`src/sv/ubtf_pkg.sv`:
```
// Shared types and constants for the UART bit-tick framer.
package ubtf_pkg;

    localparam int FRAME_W = 12;

    // configuration register indexes
    localparam logic [1:0] REG_WORD_LEN  = 2'd0;
    localparam logic [1:0] REG_STOP_BITS = 2'd1;
    localparam logic [1:0] REG_PARITY    = 2'd2;

    // parity codes
    localparam logic [1:0] PAR_NONE = 2'd0;
    localparam logic [1:0] PAR_ODD  = 2'd1;
    localparam logic [1:0] PAR_EVEN = 2'd2;

    localparam logic [3:0] WORD_LEN_RST  = 4'd8;
    localparam logic [1:0] STOP_BITS_RST = 2'd1;
    localparam logic [1:0] PARITY_RST    = PAR_NONE;

    // effective (clamped) line settings
    typedef struct packed {
        logic [3:0] word_len;  // 5..8
        logic [1:0] stop_bits; // 1..2
        logic       par_on;
        logic       par_odd;
    } cfg_t;

    // receiver per-tick result and status
    typedef struct packed {
        logic [7:0] word;
        logic       word_valid;
        logic       in_frame;
    } rx_res_t;

    // transmitter per-tick result and status
    typedef struct packed {
        logic line;
        logic taken;
        logic empty;
    } tx_res_t;

endpackage

```
`src/sv/uart_bit_tick_framer.sv`:
```
// Top level of the UART bit-tick framer: config registers, rx/tx units, result register.
//
// Usage
//   Each request on the s_ channel is one baud tick: the sampled receive line
//   (s_rx_bit), clear-to-send (s_cts) and an optional word to send
//   (s_tx_word / s_tx_word_valid). Every tick yields exactly one request on
//   the m_ channel: the transmit line level after the tick, a received word
//   with its valid flag, and whether the offered word was taken into a frame.
//   The result is registered and presented in the cycle after the tick is accepted.
//   Throughput: one tick per cycle unless m_ready stalls; all receiver and transmitter
//   updates are one short pass of logic from state registers to the result register.
//   s_ready is high whenever the result register is empty or being drained,
//   so a stalled receiver holds the result and back-pressures the ticks; no
//   state moves while a tick is not accepted.
//   Configuration (word length, stop bits, parity) is written through the cfg_
//   port, one register per cycle; the user keeps writes to times when no tick is
//   in flight, which the block itself leaves unchecked. Reset (aresetn low,
//   synchronous) restores 8N1, idles the line high, empties the transmitter,
//   sets the receiver waiting for a start bit and marks the result register empty.
module uart_bit_tick_framer (
    input  logic       aclk,
    input  logic       aresetn,
    // configuration
    input  logic       cfg_wr_en,
    input  logic [1:0] cfg_addr,
    input  logic [3:0] cfg_wdata,
    // tick requests
    input  logic       s_valid,
    output logic       s_ready,
    input  logic       s_rx_bit,
    input  logic       s_cts,
    input  logic [7:0] s_tx_word,
    input  logic       s_tx_word_valid,
    // results
    output logic       m_valid,
    input  logic       m_ready,
    output logic       m_tx_line,
    output logic [7:0] m_rx_word,
    output logic       m_rx_word_valid,
    output logic       m_tx_word_taken
);

    // raw configuration registers
    logic [3:0] word_len_reg;
    logic [1:0] stop_bits_reg;
    logic [1:0] parity_reg;

    ubtf_pkg::cfg_t    cfg;
    ubtf_pkg::rx_res_t rx_res;
    ubtf_pkg::tx_res_t tx_res;

    logic       s_fire;
    logic       out_valid_reg;
    logic       tx_line_reg;
    logic [7:0] rx_word_reg;
    logic       rx_word_valid_reg;
    logic       taken_reg;

    always_ff @(posedge aclk) begin
        if (!aresetn) begin
            word_len_reg  <= ubtf_pkg::WORD_LEN_RST;
            stop_bits_reg <= ubtf_pkg::STOP_BITS_RST;
            parity_reg    <= ubtf_pkg::PARITY_RST;
        end else if (cfg_wr_en) begin
            case (cfg_addr)
                ubtf_pkg::REG_WORD_LEN:  word_len_reg  <= cfg_wdata;
                ubtf_pkg::REG_STOP_BITS: stop_bits_reg <= cfg_wdata[1:0];
                ubtf_pkg::REG_PARITY:    parity_reg    <= cfg_wdata[1:0];
                default: ; // unused index, write dropped
            endcase
        end
    end

    // clamp out-of-range settings; parity code three means none
    always_comb begin
        if (word_len_reg < 4'd5) begin
            cfg.word_len = 4'd5;
        end else if (word_len_reg > 4'd8) begin
            cfg.word_len = 4'd8;
        end else begin
            cfg.word_len = word_len_reg;
        end
        case (stop_bits_reg)
            2'd0:    cfg.stop_bits = 2'd1;
            2'd3:    cfg.stop_bits = 2'd2;
            default: cfg.stop_bits = stop_bits_reg;
        endcase
        cfg.par_on  = (parity_reg == ubtf_pkg::PAR_ODD) || (parity_reg == ubtf_pkg::PAR_EVEN);
        cfg.par_odd = (parity_reg == ubtf_pkg::PAR_ODD);
    end

    // tick taken when the result slot is free or emptying this cycle
    assign s_ready = !out_valid_reg || m_ready;
    assign s_fire  = s_valid && s_ready;

    ubtf_rx u_rx (
        .aclk    (aclk),
        .aresetn (aresetn),
        .tick_en (s_fire),
        .rx_bit  (s_rx_bit),
        .cfg     (cfg),
        .res     (rx_res)
    );

    ubtf_tx u_tx (
        .aclk          (aclk),
        .aresetn       (aresetn),
        .tick_en       (s_fire),
        .cts           (s_cts),
        .tx_word       (s_tx_word),
        .tx_word_valid (s_tx_word_valid),
        .cfg           (cfg),
        .res           (tx_res)
    );

    // result register
    always_ff @(posedge aclk) begin
        if (!aresetn) begin
            out_valid_reg <= 1'b0;
        end else if (s_fire) begin
            out_valid_reg <= 1'b1;
        end else if (m_ready) begin
            out_valid_reg <= 1'b0;
        end
    end

    always_ff @(posedge aclk) begin
        if (s_fire) begin
            tx_line_reg       <= tx_res.line;
            rx_word_reg       <= rx_res.word;
            rx_word_valid_reg <= rx_res.word_valid;
            taken_reg         <= tx_res.taken;
        end
    end

    assign m_valid         = out_valid_reg;
    assign m_tx_line       = tx_line_reg;
    assign m_rx_word       = rx_word_reg;
    assign m_rx_word_valid = rx_word_valid_reg;
    assign m_tx_word_taken = taken_reg;

`ifndef ASSERT_OFF
    // an accepted tick always leaves a result behind it
    a_tick_gives_result: assert property (@(posedge aclk) disable iff (!aresetn)
        s_fire |=> m_valid)
        else $error("accepted tick produced no result");

    // a freshly loaded frame is never finished on the very next tick
    a_load_not_empty: assert property (@(posedge aclk) disable iff (!aresetn)
        s_fire && tx_res.taken |=> !tx_res.empty)
        else $error("transmitter empty right after load");

    // a completed frame returns the receiver to hunting for a start bit
    a_rx_done_idle: assert property (@(posedge aclk) disable iff (!aresetn)
        s_fire && rx_res.word_valid |=> !rx_res.in_frame)
        else $error("receiver still in frame after word delivered");

    // the received word is zero whenever no frame completed
    a_rx_word_zero: assert property (@(posedge aclk) disable iff (!aresetn)
        m_valid && !m_rx_word_valid |-> m_rx_word == 8'd0)
        else $error("stray received word without valid");
`endif

endmodule

```
`src/sv/ubtf_rx.sv`:
```
// Receiver: start detection, bit counting and word extraction per baud tick.
module ubtf_rx (
    input  logic                aclk,
    input  logic                aresetn,
    input  logic                tick_en,
    input  logic                rx_bit,
    input  ubtf_pkg::cfg_t      cfg,
    output ubtf_pkg::rx_res_t   res
);

    logic [ubtf_pkg::FRAME_W-1:0] shift_reg, shift_next;
    logic                         in_frame_reg, in_frame_next;
    logic [3:0]                   count_reg, count_next;

    logic [1:0] tail;
    logic [4:0] frame_bits;
    logic [3:0] count_inc;
    logic [ubtf_pkg::FRAME_W-1:0] shifted;
    logic [7:0] word_mask;

    always_comb begin
        tail       = cfg.stop_bits + {1'b0, cfg.par_on};
        frame_bits = {1'b0, cfg.word_len} + {3'b000, tail};
        shift_next = {shift_reg[ubtf_pkg::FRAME_W-2:0], rx_bit};
        count_inc  = count_reg + 4'd1;
        shifted    = shift_next >> tail;
        word_mask  = 8'hFF >> (4'd8 - cfg.word_len);

        count_next     = count_inc;
        in_frame_next  = in_frame_reg;
        res.word       = 8'd0;
        res.word_valid = 1'b0;
        if (!in_frame_reg) begin
            // falling edge on the line marks a start bit
            if (shift_reg[0] && !rx_bit) begin
                in_frame_next = 1'b1;
                count_next    = 4'd0;
            end
        end else if ({1'b0, count_inc} == frame_bits) begin
            in_frame_next  = 1'b0;
            count_next     = 4'd0;
            res.word       = shifted[7:0] & word_mask;
            res.word_valid = 1'b1;
        end
        res.in_frame = in_frame_reg;
    end

    always_ff @(posedge aclk) begin
        if (!aresetn) begin
            shift_reg    <= '0;
            in_frame_reg <= 1'b0;
            count_reg    <= 4'd0;
        end else if (tick_en) begin
            shift_reg    <= shift_next;
            in_frame_reg <= in_frame_next;
            count_reg    <= count_next;
        end
    end

endmodule

```
`src/sv/ubtf_tx.sv`:
```
// Transmitter: frame loading and one-bit-per-tick serialisation while clear to send.
module ubtf_tx (
    input  logic                aclk,
    input  logic                aresetn,
    input  logic                tick_en,
    input  logic                cts,
    input  logic [7:0]          tx_word,
    input  logic                tx_word_valid,
    input  ubtf_pkg::cfg_t      cfg,
    output ubtf_pkg::tx_res_t   res
);

    logic [ubtf_pkg::FRAME_W-1:0] frame_reg, frame_next;
    logic [3:0]                   len_reg, len_next;
    logic [3:0]                   sent_reg, sent_next;
    logic                         empty_reg, empty_next;
    logic                         line_reg, line_next;

    logic                         load;
    logic [7:0]                   data;
    logic                         par_bit;
    logic [1:0]                   tail;
    logic [ubtf_pkg::FRAME_W-1:0] load_frame;
    logic [1:0]                   stop_ones;
    logic [3:0]                   idx;
    logic [15:0]                  frame_pad;

    always_comb begin
        load      = empty_reg && tx_word_valid;
        data      = tx_word & (8'hFF >> (4'd8 - cfg.word_len));
        par_bit   = (^data) ^ cfg.par_odd;
        tail      = cfg.stop_bits + {1'b0, cfg.par_on};
        stop_ones = (cfg.stop_bits == 2'd2) ? 2'b11 : 2'b01;
        // start bit is the implicit zero at position len-1
        load_frame = ({4'b0000, data} << tail)
                   | ({11'd0, par_bit & cfg.par_on} << cfg.stop_bits)
                   | {10'd0, stop_ones};

        frame_next = frame_reg;
        len_next   = len_reg;
        sent_next  = sent_reg;
        empty_next = empty_reg;
        line_next  = line_reg;
        if (load) begin
            frame_next = load_frame;
            len_next   = 4'd1 + cfg.word_len + {2'b00, tail};
            sent_next  = 4'd0;
            empty_next = 1'b0;
        end

        idx       = len_next - 4'd1 - sent_next;
        frame_pad = {4'b0000, frame_next};
        if (cts && !empty_next) begin
            line_next = frame_pad[idx];
            sent_next = sent_next + 4'd1;
            if (sent_next == len_next) begin
                empty_next = 1'b1;
            end
        end

        res.line  = line_next;
        res.taken = load;
        res.empty = empty_reg;
    end

    always_ff @(posedge aclk) begin
        if (!aresetn) begin
            frame_reg <= '0;
            len_reg   <= 4'd0;
            sent_reg  <= 4'd0;
            empty_reg <= 1'b1;
            line_reg  <= 1'b1;
        end else if (tick_en) begin
            frame_reg <= frame_next;
            len_reg   <= len_next;
            sent_reg  <= sent_next;
            empty_reg <= empty_next;
            line_reg  <= line_next;
        end
    end

endmodule

```
`config.mk`:
```
export PLATFORM = sky130hd
export DESIGN_NAME = uart_bit_tick_framer
export DESIGN_NICKNAME = d
export VERILOG_FILES = /design/src/sv/ubtf_pkg.sv /design/src/sv/uart_bit_tick_framer.sv /design/src/sv/ubtf_rx.sv /design/src/sv/ubtf_tx.sv
export SDC_FILE = /design/constraint.sdc
export NUM_CORES = 1
export LEC_CHECK = 0
export ABC_AREA = 0
export BUFFER_PORTS_ARGS = -buffer_cell sky130_fd_sc_hd__buf_4
export CAP_MARGIN = 20
export CORE_ASPECT_RATIO = 1.5
export CORE_UTILIZATION = 65
export DETAILED_ROUTE_END_ITERATION = 8
export GPL_ROUTABILITY_DRIVEN = 0
export PLACE_DENSITY = 0.93
export SYNTH_ARGS = -nofsm -noshare
export SYNTH_HDL_FRONTEND = slang
export SYNTH_SLANG_ARGS = --single-unit
export TNS_END_PERCENT = 100
```
`constraint.sdc`:
```
create_clock -name aclk -period 10.9 [get_ports aclk]
set_input_delay 0.545 -clock aclk [delete_from_list [all_inputs] [get_ports aclk]]
set_output_delay 0.545 -clock aclk [all_outputs]
set_load 0.005 [all_outputs]
```
---- After elaboration in Yosys (flattened, before gate mapping) ----
Cells that the tools add are included.
operators by class
  eq/ne operators ......................... 8
  bitwise gates (word level) .............. 6
  shifts and indexed selects .............. 4
  multiplexer cells ....................... 23
  order comparisons ....................... 3
  reduce and logical (&&, ||, !) cells .... 17
  add/subtract/negate cells ............... 9
operators by type and width
  operator               count
  $mux W4                8
  $and A8 B8 Y8          2
  $mux W12               1
  $or A12 B12 Y12        1
  $or A12 B2 Y12         1
  $shl A1 B2 Y12         1
  $shl A8 B2 Y12         1
  $shr A12 B2 Y8         1
  $mux W1                11
  $add A4 B1 Y4 const B  2
  $eq A2 B2 Y1 const B   4
  $reduce_and A2 Y1      4
  $reduce_xor A8 Y1      1
  $shr A8 B4 Y8 const A  1
  $add A4 B2 Y5          1
  $eq A4 B5 Y1           1
  $lt A4 B5 Y1 const B   1
  $add A1 B4 Y4 const A  1
  $add A4 B2 Y4          1
  $bmux W1 S4            1
  $eq A2 B1 Y1 const B   2
  $eq A4 B4 Y1           1
  $gt A4 B4 Y1 const B   1
  $logic_and A1 B1 Y1    4
  13 further kinds       17
word-level totals
  logic and storage cells ................. 86
  register bits after elaboration ......... 58
  input port bits ......................... 22
  output and inout bits ................... 13

---- Longest topological paths before layout ----
Gate-level depths: netlist of run 1.
  depth in word-level cells ............... 16
  depth in mapped cells ................... 19

---- Hierarchy ----
Synthesis of run 1 repeated with hierarchy kept, for this count alone.
second synthesis, totals
  cells, all modules ...................... 467
  area total of the unflattened synthesis .. 4135.2 um^2
modules (own cells, without submodules)
  module                area each (um^2)  instances  cells an instance
  ubtf_tx               2118.3            1          281
  ubtf_rx               1213.7            1          125
  uart_bit_tick_framer  803.3             1          61

---- Worst setup path before layout of run 1 ----
No wires, ideal clock.
  kind .................................... register -> register
  start point ............................. register stop_bits_reg[1]
  end point ............................... register tx_line_reg (netlist: m_tx_line) (data pin)
  required time ........................... 10.748 ns
  path slack .............................. 6.256 ns
  library setup time ...................... 0.152 ns
  stages on the path, launching flop included .. 20
  arrival ................................. 4.492 ns
  buffers on the path ..................... 2
  cells stage by stage .................... dfxtp_1 > inv_1 > ha_1 > buf_6 > mux2_2 > ha_1 > clkinv_1 > ha_1 > inv_1 > fa_1 > mux2i_1 > fa_1 > buf_2 > nor2_1 > o221ai_1 > a31oi_1 > or3b_1 > mux2i_1 > o22ai_1 > a31oi_1
between the ends
  word-level cells in the longest chain between the ends .. 10
RTL lines
  item                                                     RTL line                      RTL
  from (decl)                                              uart_bit_tick_framer.sv:45    logic [1:0] stop_bits_reg;
  from (signal assigned)                                   uart_bit_tick_framer.sv:62    stop_bits_reg <= ubtf_pkg::STOP_BITS_RST;
  from (signal assigned)                                   uart_bit_tick_framer.sv:67    ubtf_pkg::REG_STOP_BITS: stop_bits_reg <= cfg_wdata[1:0];
  $eq A2 B2 Y1 / $logic_not A2 Y1 (equally long branches)  uart_bit_tick_framer.sv:83    case (stop_bits_reg)
  $pmux W2 S2 *                                            uart_bit_tick_framer.sv:83
  $add A2 B1 Y2                                            ubtf_tx.sv:32                 tail = cfg.stop_bits + {1'b0, cfg.par_on};
  $add A4 B2 Y4 / $shl A8 B2 Y12 (equally long branches)   ubtf_tx.sv:46, ubtf_tx.sv:35
  $mux W4 / $or A12 B12 Y12 (equally long branches)        ubtf_tx.sv:44, ubtf_tx.sv:36
  $sub A4 B1 Y4 / $or A12 B2 Y12 (equally long branches)   ubtf_tx.sv:51, ubtf_tx.sv:37
  $sub A4 B4 Y4 / $mux W12 (equally long branches)         ubtf_tx.sv:51, ubtf_tx.sv:44
  $bmux W1 S4 *                                            ubtf_tx.sv:54                 line_next = frame_pad[idx];
  $mux W1 (not written as such) *                          ubtf_tx.sv:54
  $mux W1 *                                                ubtf_tx.sv:53                 if (cts && !empty_next) begin
  via u_tx.line_next                                       ubtf_tx.sv:17                 logic line_reg, line_next;
  to (signal assigned)                                     uart_bit_tick_framer.sv:129   tx_line_reg <= tx_res.line;
  to (decl)                                                uart_bit_tick_framer.sv:54    logic tx_line_reg;
Mark *: on every way through the listed nets, which the timed path passes. The rest lies on a longest branch. The select of a mux whose other input is x is not followed.
A chain may end at the register's enable or synchronous reset.

---- Worst setup path in the final report of run 1 ----
Same ends and word-level chain as after synthesis.

==> summary.md, run 1 <==
| Metric | Value |
|---|---|
| Outcome | `completed` |
| Total gr overflow | `0` |
| Synth Area in Compound Gates | `0.202` |
| Critical path's slowest cell | `ha_1` |
| Setup repair bufs after CTS | `0` |
| Peak VDD IR | `94.8 uV` |
| Worst-path maximum fanout | `24` |
| Initial antenna violation count | `0` |
| Cell with the most instances on the worst path | `ha_1` |
| Worst endpoint required time | `11.09 ns` |
| Synth Area in XOR/XNOR | `0.0668` |
| Library cells used by synthesis | `75` |
| Die X | `65.5 um` |
| Critical path class | `flop to flop` |
| Largest family of logic cells by synthesized area | `simple AND/OR/NAND/NOR gates` |
| Most frequent cells in the layout | `nand2_1 (67), dfxtp_1 (46), buf_4 (35)` |
| WL/cell | `17.7 um` |
| CTS buffer count | `9` |
| Total routed wirelength | `9.55 mm` |
| Max Freq | `165 MHz` |
| DP Worst Slack | `4.97 ns` |
| Slew Limit Fails | `0` |
| First-pass DRT Iterations | `6` |
| Ys async rst share | `0` |
| Simple-Gate Fraction of Synth Area | `0.216` |
| Post-DP HPWL | `6.70 mm` |
| Dominant synthesized flop cell | `dfxtp_1` |
| Vias per cell | `6.57` |
| H-Tree Depth | `3` |
| Post-CTS Hold Buffers | `0` |
| Worst-Skew Late Latency | `0.35 ns` |
| Crit path cell chain | `inv_1 > ha_1 > mux2_2 > ha_1 > clkinv_1 > ha_1 > inv_1 > fa_1 > mux2i_1 > fa_1 > nor2_1 > o221ai_1 > a31oi_1 > or3b_1 > mux2i_1 > o22ai_1 > a31oi_1` |
| Syn. warnings | `0` |
| Worst rel slew slack | `0.327` |
| Worst path max stage delay | `0.86 ns` |
| Share of cells above drive strength 1 | `0.167` |
| Cells after Synth | `442` |
| Fin worst setup slack | `4.83 ns` |
| Synth Cell Area | `3930 um^2` |
| Routed Antenna Nets | `0` |
| Clk slew on worst S/H paths | `0.06 ns` |
| Final period util | `0.557` |
| Largest net degree at the start of global routing | `48` |
| Average cell area after synthesis | `8.90 um^2` |
| Cell Pwr Density | `131 nW/um^2` |
| CTS Root Cell | `clkbuf_8` |
| Max-cap violations | `0` |
| Final Cell Area | `4290 um^2` |
| Synth-to-layout area growth | `9.10%` |
| Register area share after synthesis | `0.318` |
| Mapped Nets | `482` |
| Met1 usage | `0.349` |
| GR Util met3 | `0.0434` |
| N_diodes | `0` |
| Nets@finish | `503` |
| Hold Crit Class | `primary input to flop` |
| Post-synthesis mux area share | `0.0716` |
| Bufs on Longest Clock Path | `2` |
| Max reg flops | `12` |
| Family with the most delay on the worst path | `adder cells` |
| Setup crit start | `stop_bits_reg[1]` |
| Most common cell after layout, fill and taps aside | `nand2_1` |
| PortBufs | `34` |
| Clock sinks | `57` |
| Number of synthesized flops with an enable pin | `11` |
| CTS tree | `done` |
| Row cnt | `34` |
| Crit path buf inv count | `3` |
| Post-Synth Adder-Cell Area | `0.0630` |
| Reg2Reg Launch Point | `stop_bits_reg[1]` |
| Resized cells post-CTS | `0` |
| Setup crit end kind | `flop` |
| Starting Density | `0.675` |
| Vias | `3549` |
| Hold Vio Cnt, Final | `0` |
| Global route hottest layer | `met2` |
| WP data arrival | `6.26 ns` |
| Startpoint types | `flop` |
| RSZ-0062 raised after global routing | `false` |
| Worst clock skew | `0.0116 ns` |
| Flops & latches, synth | `57` |
| Setup tns final | `0 ns` |
| Worst-margin pin slew | `1.01 ns` |
| Die area | `6370 um^2` |
| Fill cells | `411` |
| Final setup violating endpoints | `0` |
| I/O pins | `35` |
| # DRC | `0` |
| GRT Util Overall | `0.315` |
| Final min period | `6.07 ns` |
| Global-route wire length before repair | `15.5 mm` |
| Met2 Use GR | `0.538` |
| Pleak | `0.00170 uW` |
| Placed inst area | `4120 um^2` |
| DR iter-0 viols | `409` |
| Vias in the first global route | `3425` |
| Die Y-Extent | `97.3 um` |
| Hold_sp | `cfg_wdata[3]` |
| Core Footprint | `5830 um^2` |
## final timing paths
path / end / slack, ns / depth (start not counted)
min: word_len_reg[3] / 0.42 / 3
min reg2reg: u_tx.len_reg[2] / 0.47 / 2
max reg2reg: m_tx_line / 4.83 / 17
max: m_tx_line / 4.83 / 17
## layer usage
layer,up-vias,share of wire
met5,-,0
met3,63,0.064
met2,211,0.51
met1,1657,0.36
met4,0,0.063
li1,1618,-
## tightest hold or removal path, stage by stage
cell and delay [ns]:
buf_4 0.08, mux2i_1 0.06, nand2_1 0.06
## cells by family after synthesis
kind of cell / count (synthesis)
fa+ha+maj: 18
xor+xnor: 23
mux: 21
simple gates: 164
flops: 57
buf+inv: 46
compound gates: 113
## metrics by stage
step           instances  hold slack [ns]  utilization  total power [uW]
2_1_floorplan        442            0.439            -               352
3_3_place_gp         524            0.451        0.706               378
3_5_place_dp         524            0.461        0.706               386
4_1_cts              540            0.423        0.736               559
5_1_grt              540            0.427        0.736               587
6_report             540            0.420        0.736               564
## Yosys cell counts (3+ instances only)
library cell	number	share of area
nor3b_1	7	0.013
a22oi_1	6	0.011
a211oi_1	3	0.0057
a21oi_1	14	0.018
o21ai_1	3	0.0038
mux4_2	5	0.029
buf_2	4	0.0051
o221ai_1	4	0.0089
nand2_1	67	0.064
o211ai_1	9	0.017
edfxtp_1	11	0.084
and3_1	4	0.0064
a21o_1	3	0.0057
ha_1	15	0.048
nor4_1	3	0.0048
nor2_1	18	0.017
mux2i_1	11	0.028
and3_2	4	0.0076
nand3_1	12	0.015
nor3_1	3	0.0038
o21a_1	5	0.0095
xor2_1	6	0.013
clkbuf_1	8	0.0076
a31oi_1	5	0.0080
nand3b_1	4	0.0076
mux2_2	4	0.011
fa_1	3	0.015
inv_1	19	0.018
nor2b_1	18	0.029
a21boi_0	20	0.038
and2_1	6	0.0095
o21ai_0	22	0.028
xnor2_1	12	0.027
dfxtp_1	46	0.23
buf_6	7	0.020
and3b_2	3	0.0076
## area by class of cell
cell class / count / area, um^2 / area share
Multi-Input combinational cell: 339 / 2430 / 0.567
Sequential cell: 57 / 1250 / 0.292
Timing Repair Buffer: 35 / 263 / 0.0612
Clock buffer: 13 / 159 / 0.0370
Tap cell: 72 / 90.1 / 0.0210
Inverter: 21 / 78.8 / 0.0184
Clock inverter: 3 / 15.0 / 0.00350
## power breakdown
part           switching (uW)  leakage, uW  internal (uW)  total [uW]
clock                    83.1    0.0000932           93.8         177
sequential               6.54     0.000484            224         231
combinational            91.4      0.00112           64.8         156
total                     181      0.00170            383         564
No activity file was read; power rests on OpenSTA's default activity.
==> run 2, diff against run 1 <==
--- a/config.mk
+++ b/config.mk
@@ -9,10 +9,10 @@
 export BUFFER_PORTS_ARGS = -buffer_cell sky130_fd_sc_hd__buf_4
 export CAP_MARGIN = 20
 export CORE_ASPECT_RATIO = 1.5
-export CORE_UTILIZATION = 65
+export CORE_UTILIZATION = 54
 export DETAILED_ROUTE_END_ITERATION = 8
 export GPL_ROUTABILITY_DRIVEN = 0
-export PLACE_DENSITY = 0.93
+export PLACE_DENSITY = 0.83
 export SYNTH_ARGS = -nofsm -noshare
 export SYNTH_HDL_FRONTEND = slang
 export SYNTH_SLANG_ARGS = --single-unit
==> constraint.sdc (replaced) <==
create_clock -name aclk -period 5.3 [get_ports aclk]
set_input_delay 0.265 -clock aclk [delete_from_list [all_inputs] [get_ports aclk]]
set_output_delay 0.265 -clock aclk [all_outputs]
set_load 0.005 [all_outputs]
==> run 2 against run 1 <==
  * Final cell count increased by 1.7%
  * Clock skew increased by 0.00056 ns
  * Fmax increased by 23%
  * Design area increased by 1.1%
  * Register-to-register slack got worse by 4.5 ns
  * Non-clock buffer count increased by 3
  * First-iteration DRC count decreased by 26%
  * Combinational power increased by 100%
  * Global-route usage decreased by 6.4 points
  * Critical endpoint unchanged
  * Largest cell class unchanged
==> summary.md, run 2 (synthesized netlist as in run 1, its figures left out) <==
| Metric | Value |
|---|---|
| Outcome | `completed` |
| Core Footprint | `6940 um^2 (+19%)` |
| Register area | `1250 um^2 (unchanged)` |
| Final Cell Area | `4340 um^2 (+1.1%)` |
| Hold Crit Class | `primary input to flop` |
| Crit path buf inv count | `3 (unchanged)` |
| Worst rel slew slack | `0.332 (+0.00526)` |
| H-Tree Depth | `3 (unchanged)` |
| Vias in the first global route | `3246 (-5.2%)` |
| Row cnt | `37 (+8.8%)` |
| Fill cells | `591 (+44%)` |
| Synth-to-layout area growth | `10.3%` |
| DR iter-0 viols | `302 (-26%)` |
| GR Util met3 | `0.0502 (+0.00681)` |
| Vias per cell | `6.21 (-5.5%)` |
| Multi-input logic area | `2440 um^2 (+0.36%)` |
| Max reg flops | `12 (unchanged)` |
| Placed inst area | `4150 um^2 (+0.73%)` |
| Worst path max stage delay | `0.59 ns (-0.27 ns)` |
| WP data arrival | `5.16 ns (-1.10 ns)` |
| Critical path's slowest cell | `fa_2` |
| Most frequent cells in the layout | `nand2_1 (67), dfxtp_1 (46), buf_4 (38)` |
| Die area | `7630 um^2 (+20%)` |
| Hold Vio Cnt, Final | `0 (unchanged)` |
| Pleak | `0.00171 uW (+0.95%)` |
| Worst-path maximum fanout | `11 (-54%)` |
| Met1 usage | `0.274 (-0.0749)` |
| Worst endpoint required time | `5.51 ns (-5.58 ns)` |
| Startpoint types | `flop` |
| Hold_sp | `cfg_wdata[3]` |
| GRT Util Overall | `0.252 (-0.0636)` |
| Final period util | `0.934 (+0.377)` |
| Post-DP HPWL | `6.54 mm (-2.3%)` |
| Bufs on Longest Clock Path | `2 (unchanged)` |
| Total gr overflow | `0 (unchanged)` |
| Setup repair bufs after CTS | `0 (unchanged)` |
| Slew Limit Fails | `0 (unchanged)` |
| Worst clock skew | `0.0122 ns (+0.000565 ns)` |
| Clock sinks | `57 (unchanged)` |
| Setup crit end kind | `flop` |
| Worst-margin pin slew | `0.998 ns (-0.00785 ns)` |
| Die X | `71.7 um (+9.4%)` |
| Met2 Use GR | `0.438 (-0.100)` |
| Final min period | `4.95 ns (-1.12 ns)` |
| Global route hottest layer | `met2` |
| Cell Pwr Density | `271 nW/um^2 (+110%)` |
| Finished Core Util | `0.625 (-0.111)` |
| Setup tns final | `0 ns (unchanged)` |
| Initial antenna violation count | `0 (unchanged)` |
| # DRC | `0 (unchanged)` |
| Setup crit start | `stop_bits_reg[1]` |
| Critical path class | `flop to flop` |
| Largest net degree at the start of global routing | `48 (unchanged)` |
| Total routed wirelength | `9.05 mm (-5.2%)` |
| Nets@finish | `506 (+0.60%)` |
| Clk slew on worst S/H paths | `0.07 ns (about the same)` |
| Vias | `3410 (-3.9%)` |
| First-pass DRT Iterations | `5 (-1)` |
| WL/cell | `16.5 um (-6.8%)` |
| Final setup violating endpoints | `0 (unchanged)` |
| N_diodes | `0 (unchanged)` |
| Most common cell after layout, fill and taps aside | `nand2_1` |
| Max-cap violations | `0 (unchanged)` |
| CTS tree | `done` |
| Starting Density | `0.566 (-0.108)` |
| RSZ-0062 raised after global routing | `false` |
| Family with the most delay on the worst path | `adder cells` |
| I/O pins | `35 (unchanged)` |
| Worst-Skew Late Latency | `0.36 ns (about the same)` |
| PortBufs | `34 (unchanged)` |
| Global-route wire length before repair | `14.8 mm (-4.7%)` |
| Max Freq | `202 MHz (+23%)` |
| Post-CTS Hold Buffers | `0 (unchanged)` |
| Share of cells above drive strength 1 | `0.180 (+0.0138)` |
| CTS buffer count | `9 (unchanged)` |
| Die Y-Extent | `107 um (+9.5%)` |
| CTS Root Cell | `clkbuf_8` |
| Routed Antenna Nets | `0 (unchanged)` |
| Crit path cell chain | `inv_1 > ha_2 > mux2_2 > ha_1 > clkinv_1 > ha_1 > inv_1 > fa_1 > mux2i_2 > fa_2 > nor2_1 > o221ai_1 > a31oi_1 > or3b_1 > mux2i_1 > o22ai_1 > a31oi_1` |
| Peak VDD IR | `119 uV (+26%)` |
| Reg2Reg Launch Point | `stop_bits_reg[1]` |
[run 2: what timing repair did]
| item | in CTS | in global routing |
|---|---|---|
| setup endpoints to repair | 0 | 2 |
| endpoints found under the hold margin | 0 | 0 |
| gates resized for setup | 0 | 3 |
[run 2: per-stage QoR]
step | std cells | hold WS, ns | worst slack [ns] | total power, uW
floorplan | 442 | 0.393 | 0.656 | 725
global placement | 533 | 0.451 | 0.506 | 783
detailed placement | 533 | 0.460 | 0.278 | 793
CTS | 549 | 0.134 | 0.242 | 1170
global route | 549 | 0.167 | 0.0428 | 1230
finish | 549 | 0.138 | 0.348 | 1180
[run 2: path summary, 6_finish.rpt]
path | slack [ns] | end | cells after the start
max | 0.35 | m_tx_line | 17
max reg2reg | 0.35 | m_tx_line | 17
min reg2reg | 0.47 | u_tx.len_reg[2] | 2
min | 0.14 | word_len_reg[3] | 3
[run 2: power breakdown]
part,switching [uW],leakage [uW],total (uW),internal [uW]
clock network,179,0.0000992,384,206
registers,12.4,0.000484,473,461
logic,182,0.00113,319,137
[run 2: final cells by class]
| type | instances | area share |
|---|---|---|
| tap | 78 | 0.0225 |
| clock inverter | 3 | 0.00346 |
| timing repair buffer | 38 | 0.0657 |
| clock buffer | 13 | 0.0389 |
| sequential | 57 | 0.288 |
| multi-input combinational | 339 | 0.563 |
| inverter | 21 | 0.0182 |
[run 2: worst min-delay path, delay by kind of cell]
kind / cells / cell delay [ns]
buffers and inverters: 1 / 0.08
multiplexers: 1 / 0.05
AND/OR/NAND/NOR: 1 / 0.06
[run 2: routing by layer]
metal  routed length, um  up-vias
met5                   0        -
met2                4670      108
met1                3600     1639
li1                    -     1632
met3                 415       31
met4                 365        0
==> run 3, diff against run 2 <==
--- a/config.mk
+++ b/config.mk
@@ -12,7 +12,7 @@
 export CORE_UTILIZATION = 54
 export DETAILED_ROUTE_END_ITERATION = 8
 export GPL_ROUTABILITY_DRIVEN = 0
-export PLACE_DENSITY = 0.83
+export PLACE_DENSITY = 0.85
 export SYNTH_ARGS = -nofsm -noshare
 export SYNTH_HDL_FRONTEND = slang
 export SYNTH_SLANG_ARGS = --single-unit
==> run 3 against run 2 <==
  * The run now ends with design-rule violations left
  * Non-clock buffer count increased by 1
  * Hold slack improved by 0.011 ns
  * Sequential cell count unchanged
  * Utilization rose by 0.27 points
  * Total power is 2.6% higher
  * Sequential share of layout area fell by 0.12 points
  * Critical path depth did not move
  * Combinational power rose by 3%
  * Design area grew 0.43%
==> summary.md, run 3 (synthesized netlist as in run 1, its figures left out) <==
| Metric | Value |
|---|---|
| Final min period | `5.06 ns (+0.112 ns)` |
| N_diodes | `0 (unchanged)` |
| Reg2Reg Launch Point | `stop_bits_reg[1]` |
| Hold_ws | `0.150 ns (+0.0114 ns)` |
| Most common cell after layout, fill and taps aside | `nand2_1` |
| CTS Root Cell | `clkbuf_8` |
| Critical path's slowest cell | `fa_2` |
| Fin worst setup slack | `0.237 ns (-0.112 ns)` |
| Crit path buf inv count | `3 (unchanged)` |
| Peak VDD IR | `144 uV (+20%)` |
| Max-cap violations | `0 (unchanged)` |
| Vias per cell | `6.32 (+1.8%)` |
| Die area | `7630 um^2 (unchanged)` |
| Hold Crit Depth | `3 (unchanged)` |
| Critical path class | `flop to flop` |
| Post-DP HPWL | `6.73 mm (+2.8%)` |
| Pleak | `0.00172 uW (+0.26%)` |
| Finished Core Util | `0.628 (+0.00270)` |
| Initial antenna violation count | `0 (unchanged)` |
| Fill cells | `564 (-4.6%)` |
| Bufs on Longest Clock Path | `2 (unchanged)` |
| WL/cell | `17.3 um (+5.0%)` |
| # DRC | `1 (+1)` |
| Largest net degree at the start of global routing | `48 (unchanged)` |
| Max Freq | `198 MHz (-2.2%)` |
| Vias in the first global route | `3385 (+4.3%)` |
| Most frequent cells in the layout | `nand2_1 (67), dfxtp_1 (46), buf_4 (39)` |
| Die X | `71.7 um (unchanged)` |
| H-Tree Depth | `3 (unchanged)` |
| Worst path max stage delay | `0.58 ns (about the same)` |
| Tot Pwr | `1210 uW (+2.6%)` |
| CTS tree | `done` |
| Starting Density | `0.566 (unchanged)` |
| Share of cells above drive strength 1 | `0.178 (-0.00212)` |
| Outcome | `finished, violations left` |
| Violated checks | `design-rule violations` |
| Worst clock skew | `0.00624 ns (-0.00594 ns)` |
| Total routed wirelength | `9.50 mm (+5.0%)` |
| Routed Antenna Nets | `0 (unchanged)` |
| Final period util | `0.955 (+0.0211)` |
| Final setup violating endpoints | `0 (unchanged)` |
| Reg2Reg Depth | `17 (unchanged)` |
| Hold Crit Class | `primary input to flop` |
| First-pass DRT Iterations | `8 (+3)` |
| I/O pins | `35 (unchanged)` |
| Worst-margin pin slew | `1.02 ns (+0.0175 ns)` |
| Crit path cell chain | `inv_1 > ha_1 > mux2_2 > ha_1 > clkinvlp_4 > ha_1 > inv_1 > fa_1 > mux2i_2 > fa_2 > nor2_1 > o221ai_1 > a31oi_1 > or3b_1 > mux2i_1 > o22ai_1 > a31oi_1` |
| Slew Limit Fails | `0 (unchanged)` |
| Resized cells post-CTS | `0 (unchanged)` |
| Setup crit end kind | `flop` |
| Post-CTS Hold Buffers | `0 (unchanged)` |
| Core Footprint | `6940 um^2 (unchanged)` |
| Clock sinks | `57 (unchanged)` |
| Die Y-Extent | `107 um (unchanged)` |
| Worst-path maximum fanout | `11 (unchanged)` |
| Worst-Skew Late Latency | `0.35 ns (about the same)` |
| Placed insts | `534 (+0.19%)` |
| Setup repair bufs after CTS | `0 (unchanged)` |
| Clk slew on worst S/H paths | `0.06 ns (about the same)` |
| Hold endpoint | `word_len_reg[3]` |
| DP Worst Slack | `0.206 ns (-0.0713 ns)` |
| PortBufs | `34 (unchanged)` |
| CTS buffer count | `9 (unchanged)` |
| Fin cells | `549 (unchanged)` |
| Cell Pwr Density | `277 nW/um^2 (+2.2%)` |
| Worst endpoint required time | `5.50 ns (about the same)` |
| WP data arrival | `5.26 ns (+0.10 ns)` |
| Reg2reg setup slack | `0.24 ns (-0.11 ns)` |
| Hold_sp | `cfg_wdata[3]` |
| RR Endpoint | `m_tx_line` |
| Global-route wire length before repair | `15.5 mm (+5.1%)` |
| Nets@finish | `507 (+0.20%)` |
| Row cnt | `37 (unchanged)` |
| DR iter-0 viols | `387 (+28%)` |
| Synth-to-layout area growth | `10.8%` |
| Total gr overflow | `0 (unchanged)` |
| Family with the most delay on the worst path | `adder cells` |
| GRT Util Overall | `0.265 (+0.0133)` |
| Worst rel slew slack | `0.321 (-0.0117)` |
| Vias | `3471 (+1.8%)` |
| Max reg flops | `12 (unchanged)` |
| Cell with the most instances on the worst path | `ha_1` |
| Hold Vio Cnt, Final | `0 (unchanged)` |
| Startpoint types | `flop` |
## run 3: power by group
part           internal, uW  total [uW]  switching, uW
clock                   236         407            171
sequential              461         474           12.6
combinational           139         327            188
## run 3: metal layers
layer | part of all wire | wire (um) | GRT usage | vias to the layer above
li1 | - | - | - | 1626
met1 | 0.38 | 3570 | 0.284 | 1642
met2 | 0.51 | 4870 | 0.449 | 155
met3 | 0.056 | 536 | 0.0616 | 48
met4 | 0.055 | 521 | 0.190 | 0
met5 | 0 | 0 | 0 | -
## run 3: how the worst max path moves through the flow
stage / startpoint / end / slack (ns) / cells past startpoint
after floorplan: stop_bits_reg[1] / m_tx_line / 0.66 / 19
final: stop_bits_reg[1] / m_tx_line / 0.24 / 17
after detailed placement: stop_bits_reg[1] / m_tx_line / 0.21 / 17
after global placement: stop_bits_reg[1] / m_tx_line / 0.50 / 17
after CTS: stop_bits_reg[1] / m_tx_line / 0.19 / 17
after global routing: stop_bits_reg[1] / m_tx_line / -0.02 / 17
## run 3: worst register-to-register path, stage by stage, from the launching register on
cell and delay (ns):
dfxtp_1 0.46, inv_1 0.10, ha_1 0.44, mux2_2 0.38, ha_1 0.36, clkinvlp_4 0.20
ha_1 0.27, inv_1 0.07, fa_1 0.44, mux2i_2 0.28, fa_2 0.59, nor2_1 0.16
o221ai_1 0.12, a31oi_1 0.23, or3b_1 0.37, mux2i_1 0.14, o22ai_1 0.13, a31oi_1 0.19
## run 3: per-stage QoR
stage	TNS [ns]	instance area [um^2]
after global routing	-0.0199	4360
final	0	4360
after floorplan	0	3930
after detailed placement	0	4150
after CTS	0	4350
after global placement	0	4150
## run 3: layout make-up
cell class | count | area (um^2) | share of cell area
Sequential cell | 57 | 1250 | 0.287
Timing Repair Buffer | 39 | 293 | 0.0672
Tap cell | 78 | 97.6 | 0.0224
Inverter | 21 | 82.6 | 0.0189
Clock buffer | 11 | 151 | 0.0347
Clock inverter | 4 | 42.5 | 0.00976
Multi-Input combinational cell | 339 | 2440 | 0.560
